## config.mk

```make
export PLATFORM = sky130hd
export DESIGN_NAME = rational_arith_unit_flat
export DESIGN_NICKNAME = d
export VERILOG_FILES = /design/src/hw/rtl/rau_pkg.sv /design/src/hw/rtl/rau_if.sv /design/src/hw/rtl/rau_datapath.sv /design/src/hw/rtl/rau_ctrl.sv /design/src/hw/rtl/rational_arith_unit.sv /design/src/flat_wrapper.sv
export VERILOG_INCLUDE_DIRS = /design/src /design/src/hw/rtl
export SDC_FILE = /design/constraint.sdc
export NUM_CORES = 2
export LEC_CHECK = 0
export BUFFER_PORTS_ARGS = -buffer_cell sky130_fd_sc_hd__buf_2
export CORE_UTILIZATION = 45
export CTS_BUF_LIST = sky130_fd_sc_hd__clkbuf_2 sky130_fd_sc_hd__clkbuf_4 sky130_fd_sc_hd__clkbuf_8
export CTS_CLUSTER_DIAMETER = 80
export DETAILED_ROUTE_END_ITERATION = 16
export PLACE_DENSITY = 0.71
export SYNTH_ARGS = -nofsm -noshare
export SYNTH_HDL_FRONTEND = slang
export SYNTH_SLANG_ARGS = --single-unit
```

## constraint.sdc

```tcl
create_clock -name clk_i -period 11.9 [get_ports clk_i]
set_clock_uncertainty 0.2 [all_clocks]
set_input_delay 0.595 -clock clk_i [delete_from_list [all_inputs] [get_ports clk_i]]
set_output_delay 0.595 -clock clk_i [all_outputs]
set_load 0.01 [all_outputs]
```

## src/hw/rtl/rational_arith_unit_defines.svh

```systemverilog
// Shared assertion macros for the rational arithmetic unit
`ifndef RATIONAL_ARITH_UNIT_DEFINES_SVH
`define RATIONAL_ARITH_UNIT_DEFINES_SVH

// Check that a condition always implies a consequence on the same edge
`define RAU_ASSERT_IMP(lbl, clk, rst_n, ante, cons, msg) \
  lbl: assert property (@(posedge clk) disable iff (!rst_n) (ante) |-> (cons)) \
    else $error(msg);

// Check that a condition implies a consequence on the next edge
`define RAU_ASSERT_NEXT(lbl, clk, rst_n, ante, cons, msg) \
  lbl: assert property (@(posedge clk) disable iff (!rst_n) (ante) |=> (cons)) \
    else $error(msg);

`endif

```

## src/hw/rtl/rau_pkg.sv

```systemverilog
package rau_pkg;

  localparam int unsigned FieldWidthDefault = 32;
  localparam int unsigned InWidth  = 32;
  localparam int unsigned WideWidth = 64;

  typedef enum logic [1:0] {
    OpAdd = 2'd0,
    OpSub = 2'd1,
    OpMul = 2'd2,
    OpDiv = 2'd3
  } op_e;

  typedef enum logic [1:0] {
    StatOk   = 2'd0,
    StatZero = 2'd1,
    StatOvf  = 2'd2
  } status_e;

  typedef struct packed {
    logic [1:0]  req_type;
    logic [31:0] a_num;
    logic [31:0] a_den;
    logic [31:0] b_num;
    logic [31:0] b_den;
  } req_t;

  typedef struct packed {
    logic [31:0] res_num;
    logic [30:0] res_den;
    logic [1:0]  status;
  } rsp_t;

  // Controller to datapath
  typedef struct packed {
    logic load;      // capture request, form magnitudes
    logic mul_step;  // one multiply phase
    logic sum;       // combine cross products
    logic gcd_start; // begin remainder loop
    logic gcd_step;  // one restoring-division bit
    logic gcd_swap;  // close one Euclid round
    logic div_start; // begin quotient division
    logic div_step;  // one quotient bit
    logic div_next;  // switch to denominator quotient
    logic finish;    // format result
  } cmd_t;

  // Datapath to controller
  typedef struct packed {
    logic bad_in;   // zero denominator or divisor
    logic num_zero; // unreduced numerator is zero
    logic y_zero;   // gcd remainder operand is zero
    logic bit_last; // last bit of a serial division
    logic mul_last; // last multiply phase
  } stat_t;

endpackage

```

## src/hw/rtl/rau_if.sv

```systemverilog
interface rau_req_if;
  logic            valid;
  logic            ready;
  rau_pkg::req_t   payload;
  modport source (output valid, output payload, input ready);
  modport sink   (input valid, input payload, output ready);
endinterface

interface rau_rsp_if;
  logic            valid;
  logic            ready;
  rau_pkg::rsp_t   payload;
  modport source (output valid, output payload, input ready);
  modport sink   (input valid, input payload, output ready);
endinterface

```

## src/hw/rtl/rau_datapath.sv

```systemverilog
module rau_datapath #(
  parameter int unsigned FieldWidth = rau_pkg::FieldWidthDefault
) (
  input  logic          clk_i,
  input  rau_pkg::req_t req_i,
  input  rau_pkg::cmd_t cmd_i,
  output rau_pkg::stat_t stat_o,
  output rau_pkg::rsp_t rsp_o
);
  localparam int unsigned W = rau_pkg::WideWidth;
  localparam int unsigned BitCntW = $clog2(W);
  localparam logic [W-1:0] Lim = W'(1) << (FieldWidth - 1);

  logic [1:0]    op_q;
  logic [31:0]   an_q, ad_q, bn_q, bd_q;
  logic          ann_q, adn_q, bnn_q, bdn_q;
  logic          bad_q;
  logic [W-1:0]  p1_q, p2_q;
  logic          p1n_q, p2n_q;
  logic [W-1:0]  num_q, den_q;
  logic          neg_q;
  logic [1:0]    mph_q;
  logic [W-1:0]  x_q, y_q, quo_q, rem_q, dvd_q;
  logic [BitCntW-1:0] bit_q;
  rau_pkg::rsp_t rsp_q;

  function automatic logic [31:0] mag32(input logic [31:0] v);
    return v[31] ? (~v + 32'd1) : v;
  endfunction

  // Multiplier operands for each phase
  logic [31:0] ma, mb;
  logic [W-1:0] mprod;
  always_comb begin
    unique case (mph_q)
      2'd0:    begin ma = (op_q == rau_pkg::OpMul) ? an_q : an_q;
                     mb = (op_q == rau_pkg::OpMul) ? bn_q : bd_q; end
      2'd1:    begin ma = ad_q;
                     mb = (op_q == rau_pkg::OpDiv) ? bn_q : bd_q; end
      default: begin ma = bn_q; mb = ad_q; end
    endcase
    mprod = {32'd0, ma} * {32'd0, mb};
  end

  // Restoring division step on rem/quo
  logic [W:0] trial;
  logic [W-1:0] rem_sh;
  always_comb begin
    rem_sh = {rem_q[W-2:0], dvd_q[W-1]};
    trial  = {1'b0, rem_sh} - {1'b0, y_q};
  end

  logic [W-1:0] sum_mag;
  logic         sum_neg;
  logic         t2n;
  always_comb begin
    t2n = (op_q == rau_pkg::OpSub && p2_q != '0) ? ~p2n_q : p2n_q;
    if (p1n_q == t2n) begin
      sum_mag = p1_q + p2_q; sum_neg = p1n_q;
    end else if (p1_q >= p2_q) begin
      sum_mag = p1_q - p2_q; sum_neg = p1n_q;
    end else begin
      sum_mag = p2_q - p1_q; sum_neg = t2n;
    end
  end

  always_ff @(posedge clk_i) begin
    if (cmd_i.load) begin
      op_q <= req_i.req_type;
      an_q <= mag32(req_i.a_num); ann_q <= req_i.a_num[31];
      ad_q <= mag32(req_i.a_den); adn_q <= req_i.a_den[31];
      bn_q <= mag32(req_i.b_num); bnn_q <= req_i.b_num[31];
      bd_q <= mag32(req_i.b_den); bdn_q <= req_i.b_den[31];
      bad_q <= (req_i.a_den == '0) || (req_i.b_den == '0) ||
               (req_i.req_type == rau_pkg::OpDiv && req_i.b_num == '0);
      mph_q <= 2'd0;
    end
    if (cmd_i.mul_step) begin
      mph_q <= mph_q + 2'd1;
      unique case (mph_q)
        2'd0: begin
          p1_q <= mprod;
          p1n_q <= ann_q ^ ((op_q == rau_pkg::OpMul) ? bnn_q : bdn_q);
        end
        2'd1: begin
          den_q <= mprod;
          neg_q <= adn_q ^ ((op_q == rau_pkg::OpDiv) ? bnn_q : bdn_q);
        end
        default: begin
          p2_q <= mprod; p2n_q <= bnn_q ^ adn_q;
        end
      endcase
    end
    if (cmd_i.sum) begin
      if (op_q == rau_pkg::OpAdd || op_q == rau_pkg::OpSub) begin
        num_q <= sum_mag; neg_q <= sum_neg ^ neg_q;
      end else begin
        num_q <= p1_q; neg_q <= p1n_q ^ neg_q;
      end
    end
    if (cmd_i.gcd_start) begin
      x_q <= num_q; y_q <= den_q;
    end
    if (cmd_i.gcd_start || cmd_i.gcd_swap) begin
      rem_q <= '0; bit_q <= '0;
      dvd_q <= cmd_i.gcd_start ? num_q : y_q;
    end
    if (cmd_i.gcd_swap) begin
      x_q <= y_q; y_q <= rem_q;
    end
    if (cmd_i.div_start) begin
      y_q <= x_q; dvd_q <= num_q; rem_q <= '0; bit_q <= '0;
    end
    if (cmd_i.div_next) begin
      num_q <= quo_q; dvd_q <= den_q; rem_q <= '0; bit_q <= '0;
    end
    if (cmd_i.gcd_step || cmd_i.div_step) begin
      dvd_q <= {dvd_q[W-2:0], 1'b0};
      bit_q <= bit_q + BitCntW'(1);
      quo_q <= {quo_q[W-2:0], ~trial[W]};
      rem_q <= trial[W] ? rem_sh : trial[W-1:0];
    end
    if (cmd_i.finish) begin
      if (bad_q) begin
        rsp_q <= '{res_num: '0, res_den: '0, status: rau_pkg::StatZero};
      end else if (num_q == '0) begin
        rsp_q <= '{res_num: '0, res_den: 31'd1, status: rau_pkg::StatOk};
      end else if (quo_q > Lim - W'(1) || num_q > (neg_q ? Lim : Lim - W'(1))) begin
        rsp_q <= '{res_num: '0, res_den: '0, status: rau_pkg::StatOvf};
      end else begin
        rsp_q <= '{res_num: neg_q ? (32'd0 - num_q[31:0]) : num_q[31:0],
                   res_den: quo_q[30:0], status: rau_pkg::StatOk};
      end
    end
  end

  // Division of gcd loop uses x as dividend: start sets dvd from num, swap from y
  always_comb begin
    stat_o.bad_in   = bad_q;
    stat_o.num_zero = (num_q == '0);
    stat_o.y_zero   = (y_q == '0);
    stat_o.bit_last = (bit_q == BitCntW'(W - 1));
    stat_o.mul_last = (mph_q == 2'd2);
  end

  assign rsp_o = rsp_q;
endmodule

```

## src/hw/rtl/rau_ctrl.sv

```systemverilog
`include "rational_arith_unit_defines.svh"
module rau_ctrl (
  input  logic           clk_i,
  input  logic           rst_ni,
  input  logic           in_valid_i,
  output logic           in_ready_o,
  output logic           out_valid_o,
  input  logic           out_ready_i,
  input  rau_pkg::stat_t stat_i,
  output rau_pkg::cmd_t  cmd_o
);
  typedef enum logic [9:0] {
    StIdle  = 10'b0000000001,
    StMul   = 10'b0000000010,
    StSum   = 10'b0000000100,
    StGcdA  = 10'b0000001000,
    StGcdB  = 10'b0000010000,
    StSwap  = 10'b0000100000,
    StDivN  = 10'b0001000000,
    StDivSw = 10'b0010000000,
    StDivD  = 10'b0100000000,
    StFin   = 10'b1000000000
  } state_e;

  state_e state_q, state_d;
  logic   outv_q, outv_d;

  // Next state and commands
  always_comb begin
    state_d = state_q;
    outv_d  = outv_q;
    cmd_o   = '0;
    in_ready_o = 1'b0;
    if (outv_q && out_ready_i) outv_d = 1'b0;
    unique case (state_q)
      StIdle: begin
        in_ready_o = 1'b1;
        if (in_valid_i) begin
          cmd_o.load = 1'b1; state_d = StMul;
        end
      end
      StMul: begin
        cmd_o.mul_step = 1'b1;
        if (stat_i.bad_in) state_d = StFin;
        else if (stat_i.mul_last) state_d = StSum;
      end
      StSum: begin
        cmd_o.sum = 1'b1; state_d = StGcdA;
      end
      StGcdA: begin
        if (stat_i.num_zero) state_d = StFin;
        else begin
          cmd_o.gcd_start = 1'b1; state_d = StGcdB;
        end
      end
      StGcdB: begin
        if (stat_i.y_zero) begin
          cmd_o.div_start = 1'b1; state_d = StDivN;
        end else begin
          cmd_o.gcd_step = 1'b1;
          if (stat_i.bit_last) state_d = StSwap;
        end
      end
      StSwap: begin
        cmd_o.gcd_swap = 1'b1; state_d = StGcdB;
      end
      StDivN: begin
        cmd_o.div_step = 1'b1;
        if (stat_i.bit_last) state_d = StDivSw;
      end
      StDivSw: begin
        cmd_o.div_next = 1'b1; state_d = StDivD;
      end
      StDivD: begin
        cmd_o.div_step = 1'b1;
        if (stat_i.bit_last) state_d = StFin;
      end
      StFin: begin
        if (!outv_d) begin
          cmd_o.finish = 1'b1; outv_d = 1'b1; state_d = StIdle;
        end
      end
      default: state_d = StIdle;
    endcase
  end

  always_ff @(posedge clk_i or negedge rst_ni) begin
    if (!rst_ni) begin
      state_q <= StIdle; outv_q <= 1'b0;
    end else begin
      state_q <= state_d; outv_q <= outv_d;
    end
  end
  assign out_valid_o = outv_q;

  `RAU_ASSERT_IMP(a_ready_idle, clk_i, rst_ni, in_ready_o, state_q == StIdle, "ready outside idle")
  `RAU_ASSERT_NEXT(a_load_mul, clk_i, rst_ni, in_valid_i && in_ready_o, state_q == StMul, "load did not start")
  `RAU_ASSERT_NEXT(a_fin_valid, clk_i, rst_ni, cmd_o.finish, out_valid_o, "finish without valid")
endmodule

```

## src/hw/rtl/rational_arith_unit.sv

```systemverilog
// Channel | Dir | Payload
// req     | in  | req_type, a_num, a_den, b_num, b_den
// rsp     | out | res_num, res_den, status
// One request at a time; a bad input goes from the first multiply phase straight to the result,
// a zero numerator finishes after the sum, else the result follows up to about 92 Euclid rounds
// of the bit-serial remainder loop and two bit-serial quotient divisions.
// The three products share one 32x32 multiplier, one product per multiply phase.
// Reset clears the controller only; a held result lets the next request load.
module rational_arith_unit #(
  parameter int unsigned FIELD_WIDTH = rau_pkg::FieldWidthDefault
) (
  input  logic clk_i,
  input  logic rst_ni,
  rau_req_if.sink   req,
  rau_rsp_if.source rsp
);
  rau_pkg::cmd_t  cmd;
  rau_pkg::stat_t stat;

  rau_ctrl u_ctrl (
    .clk_i, .rst_ni,
    .in_valid_i(req.valid), .in_ready_o(req.ready),
    .out_valid_o(rsp.valid), .out_ready_i(rsp.ready),
    .stat_i(stat), .cmd_o(cmd)
  );

  rau_datapath #(.FieldWidth(FIELD_WIDTH)) u_dp (
    .clk_i, .req_i(req.payload), .cmd_i(cmd), .stat_o(stat), .rsp_o(rsp.payload)
  );
endmodule
```

## src/flat_wrapper.sv

```systemverilog
// flat-port wrapper written by rule: the top's interface ports become plain ports
module rational_arith_unit_flat 
#(
  parameter int unsigned FIELD_WIDTH = rau_pkg::FieldWidthDefault
)
  (clk_i, rst_ni, req_valid, req_payload, req_ready, rsp_valid, rsp_payload, rsp_ready);
  rau_req_if req_i ();
  rau_rsp_if rsp_i ();
  input  logic clk_i;
  input  logic rst_ni;
  input wire logic [$bits(req_i.valid)-1:0] req_valid;
  input wire logic [$bits(req_i.payload)-1:0] req_payload;
  output wire logic [$bits(req_i.ready)-1:0] req_ready;
  output wire logic [$bits(rsp_i.valid)-1:0] rsp_valid;
  output wire logic [$bits(rsp_i.payload)-1:0] rsp_payload;
  input wire logic [$bits(rsp_i.ready)-1:0] rsp_ready;
  assign req_i.valid = req_valid;
  assign req_i.payload = req_payload;
  assign req_ready = req_i.ready;
  assign rsp_valid = rsp_i.valid;
  assign rsp_payload = rsp_i.payload;
  assign rsp_i.ready = rsp_ready;
  rational_arith_unit #(.FIELD_WIDTH(FIELD_WIDTH)) u_core (.clk_i(clk_i), .rst_ni(rst_ni), .req(req_i), .rsp(rsp_i));
endmodule
```

# Yosys cells after proc, flatten, opt, wreduce, memory -nomap -nowiden
# Index checks and enable logic that the tools add are counted.
dict set report totals {
  elab_cells 196
  mem_bits_ro 0
  ram_bits 0
  in_bits 134
  ff_bits 798
  mem_count 0
  output_inout_bits 67
  latch_bits 0
}
dict set report op_classes {
  reduce_logical 34
  shifts 0
  eq_ne 24
  n_bitwise 12
  addsub 11
  multipliers 1
  n_lt_le_gt_ge 3
  div 0
  n_mux 75
}
# op count
set ops {}
lappend ops {{two-way mux 64 bit} 20}
lappend ops {{adder 32 x 1 -> 32 bit, second input constant} 4}
lappend ops {{logical NOT 64 bit} 2}
lappend ops {{two-way mux 32 bit} 4}
lappend ops {{inverter 32 bit} 4}
lappend ops {{one-hot mux 32 bit (2 select lines)} 2}
lappend ops {{subtractor 64 bit} 2}
lappend ops {{two-way mux 31 bit} 4}
lappend ops {{one-hot mux 10 bit (10 select lines)} 1}
lappend ops {{logical NOT 32 bit} 3}
lappend ops {{two-way mux 10 bit} 9}
lappend ops {{subtractor 64 x 64 -> 65 bit} 1}
lappend ops {{adder 64 bit} 1}
lappend ops {{greater-or-equal comparator 64 bit} 1}
lappend ops {{greater-than comparator 64 x 31 -> 1 bit, second input constant} 1}
lappend ops {{greater-than comparator 64 x 32 -> 1 bit} 1}
lappend ops {{multiplier 32 x 32 -> 64 bit} 1}
lappend ops {{nonzero test 64 bit} 1}
lappend ops {{subtractor 1 x 32 -> 32 bit, first input constant} 1}
lappend ops {{two-way mux 1 bit} 27}
lappend ops {{two-way mux 6 bit} 4}
lappend ops {{== test 10 x 1 -> 1 bit, second input constant} 1}
lappend ops {{== test 10 bit, second input constant} 1}
lappend ops {{== test 10 x 2 -> 1 bit, second input constant} 1}
lappend ops {{31 further kinds} 63}

# Logic depth before layout (Yosys ltp)
dict set report logic_depth {
  word_depth 8
  ltp_mapped 39
  depth_no_buf 35
}

# Modules after synthesis
# Synthesis repeated with hierarchy kept, for this count alone.
dict set report unflattened {
  cells_unflattened 9307
  area_unflattened_um2 85119.1
}
# mod cells_each instances seq_area_each_um2 area_per_inst_um2
set modules_own_cells {}
lappend modules_own_cells {rau_datapath 9208 1 23622.7 84255.8}
lappend modules_own_cells {rau_ctrl 99 1 276.5 863.3}

# Worst setup path after synthesis
# Ideal clock, no wire load.
dict set report synth_timing {
  path_kind {flip-flop to flip-flop}
  start {register u_core.u_ctrl.state_q[6]}
  end {register u_core.u_dp.bit_q[0], enable pin}
  path_slack_ps 178
  path_buffers 1
  setup_time_ps 820
  t_arrival_ps 10702
  required_time_ps 10880
  stages_incl_launch_ff 5
  period_less_slack_ps 11722
  cell_sequence {dfrtp_1 > clkbuf_1 > nor3_1 > a21oi_1 > o31ai_1}
}
dict set report synth_via {
  elab_chain_cells 5
  elab_cells_between_ends 16
  cone_classes {eq/ne (6); mux (6); reduce/logical (4)}
}
# element line_no
set synth_lines {}
lappend synth_lines {{start: declaration} rau_ctrl.sv:25} ;# state_e state_q, state_d;
lappend synth_lines {{start signal: assignment} rau_ctrl.sv:91} ;# state_q <= state_d; outv_q <= outv_d;
lappend synth_lines {{== test 10 x 9 -> 1 bit / == test 10 x 7 -> 1 bit (equally long branches)} rau_ctrl.sv:35} ;# unique case (state_q)
lappend synth_lines {{OR reduction 2 bit (no line)} --}
lappend synth_lines {{two-way mux 1 bit} rau_ctrl.sv:35}
lappend synth_lines {{logical OR 1 bit} rau_datapath.sv:117} ;# if (cmd_i.gcd_step || cmd_i.div_step) begin
lappend synth_lines {{nonzero test 4 bit (no line) (*)} --}
lappend synth_lines {{end signal: assignment} rau_datapath.sv:119} ;# bit_q <= bit_q + BitCntW'(1);
lappend synth_lines {{end: declaration} rau_datapath.sv:24} ;# logic [BitCntW-1:0] bit_q;
# Every way passes the cells marked *; elsewhere a longest branch is shown, timed or not.
# A chain may end at the register's enable or synchronous reset.

# Worst setup path after layout
dict set report layout_timing {
  start {register u_core.u_dp.mph_q[1]}
  end {register u_core.u_dp.p1_q[61], data pin}
}
dict set report layout_via {
  elab_chain_cells 3
  elab_cells_between_ends 5
  cone_classes {mul (1); eq/ne (1); mux (2); reduce/logical (1)}
}
# element line_no
set layout_lines {}
lappend layout_lines {{start: declaration} rau_datapath.sv:22} ;# logic [1:0] mph_q;
lappend layout_lines {{start signal: assignment} rau_datapath.sv:79} ;# mph_q <= mph_q + 2'd1;
lappend layout_lines {{== test 2 x 1 -> 1 bit / logical NOT 2 bit (equally long branches)} rau_datapath.sv:35} ;# unique case (mph_q)
lappend layout_lines {{one-hot mux 32 bit (2 select lines)} rau_datapath.sv:35}
lappend layout_lines {{multiplier 32 x 32 -> 64 bit (*)} rau_datapath.sv:42} ;# mprod = {32'd0, ma} * {32'd0, mb};
lappend layout_lines {{named net u_core.u_dp.mprod[61]} rau_datapath.sv:33} ;# logic [W-1:0] mprod;
lappend layout_lines {{end signal: assignment} rau_datapath.sv:82} ;# p1_q <= mprod;
lappend layout_lines {{end: declaration} rau_datapath.sv:18} ;# logic [W-1:0] p1_q, p2_q;
# Mark *: on every way through the listed nets, which the timed path passes. The rest lies on a longest branch.

==> flow_summary.ini <==
[run_status]
outcome = completed

[yosys]
ys_ff_latch = 798
synthTopCellsByArea = edfxtp_1 (28%), fa_1 (21%), ha_1 (8.2%), inv_1 (5.3%), nor2_1 (5.3%)
post-synth-top-area-cell = edfxtp_1
synth_top_area_share_pct = 27.81
synth-seq-area-share_pct = 28.16
ys.flop_type = edfxtp_1
synth_common_cells = inv_1 (1203), nor2_1 (1194), fa_1 (900), nand2_1 (791), edfxtp_1 (786)
synth.most_common_cell = inv_1
syn_avg_cell_area_um2 = 9.240
synthArstFlopShare_pct = 1.378
synthCells = 9184
synth.distinct_cells = 87
syn_area_um2 = 84860
synth_edf_count = 786
ys_warn_count = 0
syn_nets = 10780

[clocking]
cts_setup_buffers = 0
cts_resized = 0
numCtsBuffers = 145
ctsHtreeMaxLevel = 4
clock-root-buffer = clkbuf_8
cts_tree = built
cts_buffer_depth = 3
clock_latency_ns = 0.91
clock-sinks = 798
cts.clk_slew.worst_paths_ns = 0.06

[route]
routed_wl_mm = 320.7
drtIter0Drc = 7960
wire_per_inst_um = 26.61
first_pass_iters = 6
drc = 0
viasPerCell = 6.025
drtAntennaViolNets = 0
dr_total_vias = 72630

[place]
dp.cells = 11610
dp_hpwl_mm = 252.9
io_buffers = 200
gp_congestion = 1.044

[floorplan]
rows = 159
core_um2 = 187600
dieHeight_um = 436.3
die-area_um2 = 190300
initial_core_util_pct = 45.23
die_w_um = 436.3
io_pins = 201

[finish]
drive_gt1_share_pct = 8.325
fin_util_pct = 49.96
stdcell_count = 12050
final_nets = 11030
area_growth_pct = 10.45

[critical_path]
cp-end-kind = register
r2r_end = u_core.u_dp.p1_q[61]$_DFFE_PP_
critPathKind = reg -> reg
required_ns = 12.32
critPathLaunchType = register
path_common_cell = fa_1
cpMaxStageDelayCell = o21a_1
r2r_slack_ns = 0.31
reg2regPathDepth = 31
max_stage_delay_ns = 0.77
critical_path.max_fanout = 40
crit_arrival_ns = 12.02
timing.rr.start = u_core.u_dp.mph_q[1]$_SDFFCE_PP0P_

[min_path]
holdPathEnd = u_core.u_dp.ann_q$_DFFE_PP_
hold_class = in -> reg
worstHoldPathCells = 1
min-delay-start = req_payload[127]

[sta]
period_needed_ns = 11.59
fin_hold_ws_ns = 0.06695
rsz0062_at_grt = no
finalSetupViolations = 0
hold_violations = 0
setup_tns_ns = 0
relSlewSlack_pct = 20.88
maxSlewViolCount = 0
max_freq_mhz = 86.27
worst_slew_pin_slew_ns = 1.184
finalCritPeriodShare_pct = 97.41

[global_route]
grt_pass1_vias = 73160
grt_pass1_wl_mm = 473.7
grt_max_degree = 134
antenna_found_initial = 16
grt-ovfl-total = 0
grt_util_all_layers_pct = 33.39

[job]
cap_violations = 0
## area by class of cell
type	instances	area [µm²]
well taps	2495	3122
repair buffers	586	4374
diodes	9	22.52
clock buffers	183	2293
inverters	1209	4546
multi-input cells	6700	54790
fillers	17220	93880
flip-flops and latches	798	23900
clock inverters	74	678.2
## repair_timing
item / CTS / global route
hold buffers: 175 / 0
hold endpoints to repair: 147 / 0
setup endpoints to repair: 0 / 0
## cell families after synthesis
family | count (synthesis) | share of synthesized area [%]
AO/OA/AOI/OAI | 1880 | 13.64
XOR/XNOR | 339 | 3.499
adder cells (fa/ha/maj) | 1459 | 29.47
buffers and inverters | 1686 | 7.604
flip-flops | 798 | 28.16
multiplexers | 286 | 3.472
AND/OR/NAND/NOR | 2736 | 14.14
## worst max-delay path by stage
| stage | cells after the start | slack (ns) | end | start |
|---|---|---|---|---|
| after floorplan | 4 | 0.18 | u_core.u_dp.bit_q[0]$_SDFFCE_PN0P_ | u_core.u_ctrl.state_q[6]$_DFFE_PN0P_ |
| after global placement | 31 | 0.74 | u_core.u_dp.p2_q[61]$_DFFE_PP_ | u_core.u_dp.mph_q[1]$_SDFFCE_PP0P_ |
| after detailed placement | 31 | 0.62 | u_core.u_dp.p2_q[61]$_DFFE_PP_ | u_core.u_dp.mph_q[1]$_SDFFCE_PP0P_ |
| after CTS | 31 | 0.59 | u_core.u_dp.p1_q[61]$_DFFE_PP_ | u_core.u_dp.mph_q[1]$_SDFFCE_PP0P_ |
| after global routing | 34 | 0.03 | u_core.u_dp.p2_q[61]$_DFFE_PP_ | u_core.u_dp.mph_q[1]$_SDFFCE_PP0P_ |
| final | 31 | 0.31 | u_core.u_dp.p1_q[61]$_DFFE_PP_ | u_core.u_dp.mph_q[1]$_SDFFCE_PP0P_ |
## worst max-delay path, delay by kind of cell (launching register included)
| family | cells | cell delay (ns) |
|---|---|---|
| buffers and inverters | 5 | 1.08 |
| AND/OR/NAND/NOR | 4 | 0.54 |
| flip-flops | 1 | 0.41 |
| adder cells (fa/ha/maj) | 10 | 4.67 |
| XOR/XNOR | 1 | 0.34 |
| AO/OA/AOI/OAI | 11 | 4.05 |
## state kept, by name, summed over array words and instances, names as in the netlist, 6 cells and up
| register | flops |
|---|---|
| u_core.u_dp.dvd_q | 64 |
| u_core.u_dp.bd_q | 32 |
| u_core.u_dp.rem_q | 64 |
| u_core.u_dp.y_q | 64 |
| u_core.u_ctrl.state_q | 10 |
| u_core.u_dp.p2_q | 64 |
| u_core.u_dp.bit_q | 6 |
| u_core.u_dp.quo_q | 64 |
| u_core.u_dp.bn_q | 32 |
| u_core.u_dp.num_q | 64 |
| u_core.u_dp.den_q | 64 |
| u_core.u_dp.p1_q | 64 |
| u_core.u_dp.ad_q | 32 |
| u_core.u_dp.x_q | 64 |
| u_core.u_dp.an_q | 32 |
| u_core.u_dp.rsp_o | 65 |
## metrics by stage
| step | area (µm²) | worst slack, ns |
|---|---|---|
| 2_1_floorplan | 84860 | 0.1779 |
| 3_3_place_gp | 88980 | 0.7398 |
| 3_5_place_dp | 88980 | 0.6205 |
| 4_1_cts | 93700 | 0.5901 |
| 5_1_grt | 93710 | 0.03351 |
| 6_report | 93720 | 0.3084 |
## per-layer routing
| metal | track usage, % | part of all wire, % | vias to the layer above |
|---|---|---|---|
| met5 | 0 | 0.0041 | - |
| met4 | 20.04 | 7.3 | 2 |
| met3 | 7.231 | 10 | 887 |
| met2 | 51.52 | 44 | 4372 |
| met1 | 43.00 | 39 | 35770 |
| li1 | - | - | 31600 |
## layout by cell type, fill, tap and decap left out, drive strengths merged, types with 87 or more instances in the layout
cell / count
ha: 559
nand2: 791
nor3: 112
a21oi: 628
fa: 900
nor2: 1194
buf: 411
o21ai: 465
nand3: 105
inv: 1217
o21bai: 87
xnor2: 259
mux2i: 219
nand4: 124
edfxtp: 786
a21o: 128
clkbuf: 183
dlygate4sd3: 175
Power is left out: the tool's default activity adds up to more than one toggle a clock period on the data nets, which glitch-free logic cannot reach.
